## config.mk

```make
export PLATFORM = sky130hd
export DESIGN_NAME = cobs_stream_deframer
export DESIGN_NICKNAME = d
export VERILOG_FILES = /design/src/rtl/csd_pkg.sv /design/src/rtl/cobs_stream_deframer.sv
export VERILOG_INCLUDE_DIRS = /design/src /design/src/rtl
export SDC_FILE = /design/constraint.sdc
export NUM_CORES = 1
export LEC_CHECK = 0
export BUFFER_PORTS_ARGS = -buffer_cell sky130_fd_sc_hd__buf_2
export CORE_UTILIZATION = 35
export DETAILED_ROUTE_END_ITERATION = 12
export PLACE_DENSITY = 0.66
export SYNTH_ARGS = -nofsm -noshare
export SYNTH_HDL_FRONTEND = slang
export SYNTH_SLANG_ARGS = --single-unit
```

## constraint.sdc

```tcl
create_clock -name clk -period 6.1 [get_ports clk]
set_clock_uncertainty 0.05 [all_clocks]
set_input_delay 0.61 -clock clk [delete_from_list [all_inputs] [get_ports clk]]
set_output_delay 0.61 -clock clk [all_outputs]
set_load 0.05 [all_outputs]
```

## src/rtl/cobs_stream_deframer_defines.svh

```systemverilog
// Assertion macros shared by the COBS stream deframer RTL.
// Each macro expects clk and arst_n to be visible at the point of use.
`ifndef COBS_STREAM_DEFRAMER_DEFINES_SVH
`define COBS_STREAM_DEFRAMER_DEFINES_SVH

// The consequent must hold in the same cycle as the antecedent.
`define CSD_ASSERT_SAME(lbl, ante, cons) \
	lbl: assert property (@(posedge clk) disable iff (!arst_n) (ante) |-> (cons)) \
		else $error("Deframer assertion failed.");

// The consequent must hold in the cycle after the antecedent.
`define CSD_ASSERT_NEXT(lbl, ante, cons) \
	lbl: assert property (@(posedge clk) disable iff (!arst_n) (ante) |=> (cons)) \
		else $error("Deframer assertion failed.");

`endif

```

## src/rtl/csd_pkg.sv

```systemverilog
// Constants and status codes for the COBS stream deframer.
// Used by cobs_stream_deframer; depends on nothing else.
package csd_pkg;

	localparam int COUNT_BITS = 16;
	localparam int LEN_BITS = 16;
	localparam int CMP_BITS = ((COUNT_BITS > LEN_BITS) ? COUNT_BITS : LEN_BITS) + 1;

	localparam logic [7:0] CODE_FULL = 8'hff;
	localparam logic [LEN_BITS-1:0] MAX_FRAME_LEN_RESET = 16'd512;
	localparam logic [LEN_BITS-1:0] LEN_MAX = '1;
	localparam logic [COUNT_BITS-1:0] COUNT_MAX = '1;

	localparam int ADDR_BITS = 3;
	localparam logic REG_MAX_FRAME_LEN = 1'b0;

	typedef enum logic [1:0] {
		STATUS_OK       = 2'd0,
		STATUS_OVERFULL = 2'd1,
		STATUS_EMPTY    = 2'd2
	} status_t;

endpackage

```

## src/rtl/cobs_stream_deframer.sv

```systemverilog
// COBS stream deframer: decodes one encoded byte per transaction.
// Depends on csd_pkg and cobs_stream_deframer_defines.svh.
//
// Channel  Direction  Contents
// s_axis   in         tdata[7:0] in_byte
// m_axis   out        tdata[7:0] out_data, [9:8] status, [25:10] frame_len; tlast frame_end
// apb      in         register 0 at byte address 0: max_frame_len[15:0]
//
// One byte is accepted every cycle while s_axis_tready is high; its result, if any, is registered onto m_axis.
// The decode state is updated in the single pass from the input register to the output
// register. Reset clears the decode state and sets max_frame_len to 512.
// A stall on m_axis holds the output register and the input register, and s_axis_tready
// drops only while both are full.
`include "cobs_stream_deframer_defines.svh"

module cobs_stream_deframer (
	input  logic                          clk,
	input  logic                          arst_n,
	input  logic                          s_axis_tvalid,
	output logic                          s_axis_tready,
	input  logic [7:0]                    s_axis_tdata,  // [7:0] in_byte
	output logic                          m_axis_tvalid,
	input  logic                          m_axis_tready,
	output logic [31:0]                   m_axis_tdata,  // [7:0] out_data, [9:8] status, [25:10] frame_len
	output logic                          m_axis_tlast,
	input  logic                          psel,
	input  logic                          penable,
	input  logic                          pwrite,
	input  logic [csd_pkg::ADDR_BITS-1:0] paddr,
	input  logic [31:0]                   pwdata,
	output logic [31:0]                   prdata,
	output logic                          pready
);

	logic                               valid_s1;
	logic [7:0]                         byte_s1;
	logic                               adv;
	logic [csd_pkg::LEN_BITS-1:0]       max_len_q;
	logic [7:0]                         block_left_q, block_left_d;
	logic [7:0]                         prev_code_q, prev_code_d;
	logic [csd_pkg::COUNT_BITS-1:0]     enc_count_q, enc_count_d;
	logic [csd_pkg::COUNT_BITS-1:0]     dec_count_q, dec_count_d;
	logic                               overfull_q, overfull_d;
	logic [csd_pkg::CMP_BITS-1:0]       enc_inc;
	logic [csd_pkg::CMP_BITS-1:0]       dec_ext;
	logic                               limit_hit;
	logic [csd_pkg::LEN_BITS-1:0]       len_sat;
	logic                               res_valid;
	logic [7:0]                         res_data;
	logic                               res_end;
	csd_pkg::status_t                   res_status;
	logic [csd_pkg::LEN_BITS-1:0]       res_len;
	logic                               out_valid_q;
	logic [7:0]                         out_data_q;
	logic                               out_end_q;
	csd_pkg::status_t                   out_status_q;
	logic [csd_pkg::LEN_BITS-1:0]       out_len_q;

	assign pready = 1'b1;
	assign prdata = (paddr[csd_pkg::ADDR_BITS-1] == csd_pkg::REG_MAX_FRAME_LEN) ?
		{{(32 - csd_pkg::LEN_BITS){1'b0}}, max_len_q} : 32'd0;

	always_ff @(posedge clk or negedge arst_n) begin
		if (!arst_n) begin
			max_len_q <= csd_pkg::MAX_FRAME_LEN_RESET;
		end else if (psel && penable && pwrite && pready &&
			paddr[csd_pkg::ADDR_BITS-1] == csd_pkg::REG_MAX_FRAME_LEN) begin
			max_len_q <= pwdata[csd_pkg::LEN_BITS-1:0];
		end
	end

	assign adv = valid_s1 && (!out_valid_q || m_axis_tready);
	assign s_axis_tready = !valid_s1 || adv;

	always_ff @(posedge clk or negedge arst_n) begin
		if (!arst_n) begin
			valid_s1 <= 1'b0;
		end else if (s_axis_tready) begin
			valid_s1 <= s_axis_tvalid;
		end
	end

	always_ff @(posedge clk) begin
		if (s_axis_tready && s_axis_tvalid) begin
			byte_s1 <= s_axis_tdata;
		end
	end

	assign enc_inc = csd_pkg::CMP_BITS'(enc_count_q) + csd_pkg::CMP_BITS'(1);
	assign limit_hit = enc_inc >= csd_pkg::CMP_BITS'(max_len_q);
	assign dec_ext = csd_pkg::CMP_BITS'(dec_count_q);
	assign len_sat = (dec_ext > csd_pkg::CMP_BITS'(csd_pkg::LEN_MAX)) ?
		csd_pkg::LEN_MAX : dec_ext[csd_pkg::LEN_BITS-1:0];

	always_comb begin
		block_left_d = block_left_q;
		prev_code_d  = prev_code_q;
		enc_count_d  = enc_count_q;
		dec_count_d  = dec_count_q;
		overfull_d   = overfull_q;
		res_valid    = 1'b0;
		res_data     = 8'd0;
		res_end      = 1'b0;
		res_status   = csd_pkg::STATUS_OK;
		res_len      = '0;
		if (byte_s1 == 8'd0) begin
			res_valid = 1'b1;
			res_end   = 1'b1;
			res_len   = len_sat;
			if (overfull_q) begin
				res_status = csd_pkg::STATUS_OVERFULL;
			end else if (dec_count_q == '0) begin
				res_status = csd_pkg::STATUS_EMPTY;
			end
			block_left_d = 8'd0;
			prev_code_d  = csd_pkg::CODE_FULL;
			enc_count_d  = '0;
			dec_count_d  = '0;
			overfull_d   = 1'b0;
		end else if (overfull_q) begin
			overfull_d = 1'b1;
		end else if (limit_hit) begin
			overfull_d = 1'b1;
		end else begin
			if (enc_count_q != csd_pkg::COUNT_MAX) begin
				enc_count_d = enc_inc[csd_pkg::COUNT_BITS-1:0];
			end
			if (block_left_q != 8'd0) begin
				block_left_d = block_left_q - 8'd1;
				res_valid    = 1'b1;
				res_data     = byte_s1;
			end else begin
				prev_code_d  = byte_s1;
				block_left_d = byte_s1 - 8'd1;
				res_valid    = (prev_code_q != csd_pkg::CODE_FULL);
			end
			if (res_valid && dec_count_q != csd_pkg::COUNT_MAX) begin
				dec_count_d = dec_count_q + csd_pkg::COUNT_BITS'(1);
			end
		end
	end

	always_ff @(posedge clk or negedge arst_n) begin
		if (!arst_n) begin
			block_left_q <= 8'd0;
			prev_code_q  <= csd_pkg::CODE_FULL;
			enc_count_q  <= '0;
			dec_count_q  <= '0;
			overfull_q   <= 1'b0;
			out_valid_q  <= 1'b0;
		end else if (adv) begin
			block_left_q <= block_left_d;
			prev_code_q  <= prev_code_d;
			enc_count_q  <= enc_count_d;
			dec_count_q  <= dec_count_d;
			overfull_q   <= overfull_d;
			out_valid_q  <= res_valid;
		end else if (m_axis_tready) begin
			out_valid_q  <= 1'b0;
		end
	end

	always_ff @(posedge clk) begin
		if (adv && res_valid) begin
			out_data_q   <= res_data;
			out_end_q    <= res_end;
			out_status_q <= res_status;
			out_len_q    <= res_len;
		end
	end

	assign m_axis_tvalid = out_valid_q;
	assign m_axis_tlast  = out_end_q;
	assign m_axis_tdata  = {6'd0, out_len_q, out_status_q, out_data_q};

	`CSD_ASSERT_SAME(a_block_below_code, 1'b1, block_left_q < prev_code_q)
	`CSD_ASSERT_SAME(a_dec_not_above_enc, 1'b1, dec_count_q <= enc_count_q)
	`CSD_ASSERT_SAME(a_data_result_clean, m_axis_tvalid && !m_axis_tlast,
		out_status_q == csd_pkg::STATUS_OK && out_len_q == '0)
	`CSD_ASSERT_NEXT(a_delim_clears, adv && byte_s1 == 8'd0,
		enc_count_q == '0 && dec_count_q == '0 && !overfull_q && m_axis_tvalid && m_axis_tlast)

endmodule
```

-- After elaboration in Yosys (flattened, before gate mapping)
Index checks and enable logic that the tools add are counted.
- flip-flop bits (word level): 102
- bits in latches: 0
- bits in writable memories: 0
- bits in read-only memories: 0
- input port bits: 50
- output and inout bits: 68
- word-level logic and storage cells: 85
- memories: 0
- $add $sub $neg: 4
- $mul: 0
- div/mod/pow operators: 0
- magnitude comparators: 2
- equality and inequality tests: 6
- shift-type cells: 0
- muxes and demuxes: 33
- bitwise gates (word level): 3
- reductions and logical operators: 23
- operators with widths (kind ; number):
    $mux W16 ; 10
    $mux W8 ; 8
    $ne A16 B16 Y1 const B ; 2
    $add A16 B1 Y17 const B ; 1
    $ge A17 B16 Y1 ; 1
    $add A16 B1 Y16 const B ; 1
    $gt A16 B16 Y1 const B ; 1
    $logic_not A16 Y1 ; 1
    $sub A8 B1 Y8 const B ; 2
    $mux W1 ; 14
    $reduce_and A4 Y1 ; 3
    $logic_not A8 Y1 ; 1
    $ne A8 B8 Y1 const B ; 1
    $reduce_bool A8 Y1 ; 1
    $logic_and A1 B1 Y1 ; 7
    $reduce_bool A2 Y1 ; 3
    $ne A2 B1 Y1 const B ; 2
    $reduce_or A4 Y1 ; 1
    $not A1 Y1 ; 3
    $reduce_and A3 Y1 ; 1
    $logic_not A1 Y1 ; 2
    $logic_or A1 B1 Y1 ; 2
    $mux W2 ; 1
    $ne A2 B2 Y1 const B ; 1
    $reduce_or A2 Y1 ; 1

-- Depth between registers and ports, before layout
- word-level depth: 10
- mapped depth: 15
- depth with buffers taken out: 13

-- Worst setup path after synthesis
Ideal clock, no wire load.
- path type: reg2reg
- start point: register enc_count_q[2] in the netlist's numbering
- end point: register out_end_q (netlist: m_axis_tlast), enable pin
- setup time: 0.420 ns
- arrival: 4.050 ns
- required time: 5.630 ns
- slack: 1.580 ns
- stages on the path, launching flop included: 13
- path buffers: 1
- period minus slack after synthesis: 4.520 ns
- cells stage by stage: dfrtp_1 > and4_1 > nand3_1 > nor3b_1 > nand2_1 > xnor2_1 > ha_1 > a211oi_1 > nand3_1 > nor2_1 > nand4_2 > buf_2 > a21oi_1
- cells in the longest elaborated chain, start to end: 6
- ends and longest elaborated chain (item ; line ; text):
    from (decl) ; cobs_stream_deframer.sv:41 ; logic [csd_pkg::COUNT_BITS-1:0] enc_count_q, enc_count_d;
    from (signal assigned) ; cobs_stream_deframer.sv:154 ; enc_count_q <= enc_count_d;
    $add A16 B1 Y17 ; cobs_stream_deframer.sv:89 ; assign enc_inc = csd_pkg::CMP_BITS'(enc_count_q) + csd_pkg::CMP_BITS'(1);
    $ge A17 B16 Y1 ; cobs_stream_deframer.sv:90 ; assign limit_hit = enc_inc >= csd_pkg::CMP_BITS'(max_len_q);
    $mux W1 ; cobs_stream_deframer.sv:122 ; end else if (limit_hit) begin
    $mux W1 ; cobs_stream_deframer.sv:120 ; end else if (overfull_q) begin
    $mux W1 ; cobs_stream_deframer.sv:106 ; if (byte_s1 == 8'd0) begin
    $logic_and A1 B1 Y1 ; cobs_stream_deframer.sv:164 ; if (adv && res_valid) begin
    to (signal assigned) ; cobs_stream_deframer.sv:166 ; out_end_q <= res_end;
    to (decl) ; cobs_stream_deframer.sv:55 ; logic out_end_q;
Every way passes these cells.
A chain may end at the register's enable or synchronous reset.

-- Worst setup path in the final report
- start point: register enc_count_q[0] in the netlist's numbering
- end point: register out_len_q[2] in the netlist's numbering, enable pin
- cells in the longest elaborated chain, start to end: 6
- ends and longest elaborated chain (item ; line ; text):
    $add A16 B1 Y17 ; cobs_stream_deframer.sv:89 ;
    $ge A17 B16 Y1 ; cobs_stream_deframer.sv:90 ;
    $mux W1 ; cobs_stream_deframer.sv:122 ;
    $mux W1 ; cobs_stream_deframer.sv:120 ;
    $mux W1 ; cobs_stream_deframer.sv:106 ;
    $logic_and A1 B1 Y1 ; cobs_stream_deframer.sv:164 ;
    to (signal assigned) ; cobs_stream_deframer.sv:168 ; out_len_q <= res_len;
    to (decl) ; cobs_stream_deframer.sv:57 ; logic [csd_pkg::LEN_BITS-1:0] out_len_q;
Every way passes these cells.

==> out/results.ini <==
[logic_synthesis]
synth_fa_ha_area_frac=0.0441
synthTopCellsByArea=dfrtp_1 (26%), edfxtp_1 (19%), ha_1 (4.4%)
ys_seq_area_frac=0.483
syn_area_um2=5680
yosys.area.top_type=dfrtp_1
ys_seq_elements=102
avgSynthCellArea_um2=10.3
ys_types=65
synth_compound_area_frac=0.133
synth_top_family_by_area=simple AND/OR/NAND/NOR gates
synth_most_common_cell=dfrtp_1
synth-edff-count=35
synth_ff_type=dfrtp_1
synth_top_area_share=0.256
synthTopCellsByCount=dfrtp_1 (58), nand2_1 (55), nor2_1 (41)
synth_simple_gate_area_share=0.208
synth_xor_area_frac=0.0201
synthArstFlopShare=0.657
postSynthCellCount=549
synthMuxAreaShare=0.0448
synth_warnings=0

[floorplanning]
fp.dieH_um=129
die_x_um=129
start_util=0.357
num_rows=46
die-area_um2=16700
pin_count=118
core_region_area_um2=15900

[setup_path]
worstSetupEndpointType=register
crit_end=out_len_q[2]
crit_type=register to register
required_ns=6.09
worstPathMaxFanout=19
cp.arrival_ns=4.64
reg2reg_setup_slack_ns=1.45
worstReg2RegStart=enc_count_q[0]
start_kind=register
r2r_end=out_len_q[2]
rr_worst_depth=12
startpoint=enc_count_q[0]

[cts]
path_clk_slew_ns=0.07
clockBufferDepth=2
ctsHoldBuffers=0
clock_latency_ns=0.36
tritoncts=done
clock_tree.htree_level_count=3
clock_sink_count=102
cts_setup_buffers=0
post_cts_resized=0
numCtsBuffers=9
cts-root-buf=clkbuf_16

[grt]
grt_first_pass_wirelength_mm=21.6
track_usage=0.165
first_global_vias=4297
antenna_found_initial=0
grt_overflow=0
grt_max_degree=68

[layout]
finalInstanceArea_um2=6500
regArea_um2=2740
antenna_cells=0
fill_cells=1568
final_layout_size_suffix_gt1_frac=0.225
area_growth_syn_to_layout_pct=14.5
multi_input_area_um2=2650
nets=682

[power]
p_leak_uw=0.00276
swShare=0.412
p_int_uw=1610
clkPwrFrac=0.245
totalPowerFinal_uw=2730
seqPwrFrac=0.389
comb_power_share=0.366
powerDensity_nw_per_um2=420
irDropWorstVdd_mv=0.154
switchingPower_uw=1120

[sta]
hold-worst-slack_ns=0.380
period_share=0.762
worst_pin_slew_ns=0.894
final_max_slew_viol_count=0
min_period_ns=4.65
rsz0062_at_grt=false
max_freq_mhz=215
finalSetupViolations=0
maxSlewHeadroom=0.404
setup_ws_ns=1.45
tns_ns=0
finalHoldViolations=0

[min_path]
hold_class=input pin to register

[status]
status=finished, final reports clean

[route]
drc_errors=0
drt_iter0_drc=407
final_antenna_net_count=0
wl_mm=13.2
routedWlPerCell_um=15.8
vias=4466
drt-vias-per-instance=5.36
dr.pass1.iters=7

[placed_design]
dpl-instance-area_um2=6150
place_ws_ns=1.51
port_buffers=76
place_hpwl_mm=9.21
routabilityCongestion=0.870

[job]
maxCapViolCount=0

-- worst max-delay path, cell delays in order, from the launching register on --
cell      delay (ns)
dfrtp_1         0.43
and4_1          0.30
nand3_1         0.09
nor3b_1         0.53
nand2_1         0.20
xnor2_1         0.25
ha_1            0.31
a211oi_1        0.25
nand3_1         0.11
nor2_1          0.37
nand4_2         0.49
a21oi_2         0.58
buf_4           0.35
-- area by class of cell --
type                       instances  share of cell area
multi-input combinational        396               0.407
sequential                       102               0.421
tap                              216              0.0416
inverter                          23              0.0133
clock buffer                       9              0.0346
clock inverter                     7              0.0189
timing repair buffer              80              0.0631
-- power groups by stage --
stage	Sequential [uW]	Clock (uW)	Combinational, uW
after detailed placement	1070	0	998
after global placement	1060	0	962
after floorplan	1170	0	659
final	1060	669	1000
after global routing	1080	708	1100
after CTS	1060	678	1000
-- sequential cells by signal, summed over array words and instances, names as in the netlist --
name           count
byte_s1            8
m_axis_tvalid      1
out_len_q         16
m_axis_tlast       1
out_status_q       2
block_left_q       8
valid_s1           1
overfull_q         1
enc_count_q       16
out_data_q         8
max_len_q         16
prev_code_q        8
dec_count_q       16
-- worst min-delay path by stage --
stage	start	depth (start not counted)	to
floorplan	arst_n	0	block_left_q[0]
global placement	max_len_q[4]	1	max_len_q[4]
detailed placement	max_len_q[8]	1	max_len_q[8]
CTS	s_axis_tdata[6]	1	byte_s1[6]
global route	s_axis_tdata[6]	1	byte_s1[6]
finish	s_axis_tdata[6]	1	byte_s1[6]
-- kinds of logic after synthesis --
group / after synthesis
AND/OR/NAND/NOR: 218
buffers and inverters: 72
adder cells (fa/ha/maj): 20
AO/OA/AOI/OAI: 99
XOR/XNOR: 13
multiplexers: 23
other: 2
flip-flops: 102
-- cell usage in the layout (no fill, tap or decap), types with 18 or more instances in the layout --
| master | count |
|---|---|
| conb_1 | 23 |
| buf_2 | 76 |
| dfrtp_1 | 58 |
| nor2_1 | 41 |
| nand3_1 | 19 |
| mux2_2 | 19 |
| edfxtp_1 | 35 |
| and2_1 | 18 |
| nand2_1 | 55 |
| ha_1 | 20 |
| inv_1 | 23 |
-- through the flow --
step,util,std cells
after floorplan,-,570
final,0.409,833
after detailed placement,0.387,817
after global placement,0.387,817
after global routing,0.409,833
after CTS,0.409,833
-- routing by layer --
layer | routed length [um] | up-vias | GRT usage
met2 | 6440 | 168 | 0.273
met3 | 634 | 14 | 0.0268
met1 | 5910 | 2165 | 0.215
met5 | 0 | - | 0
met4 | 209 | 0 | 0.0706
li1 | - | 2119 | -
(Power assumes the default switching activity.)
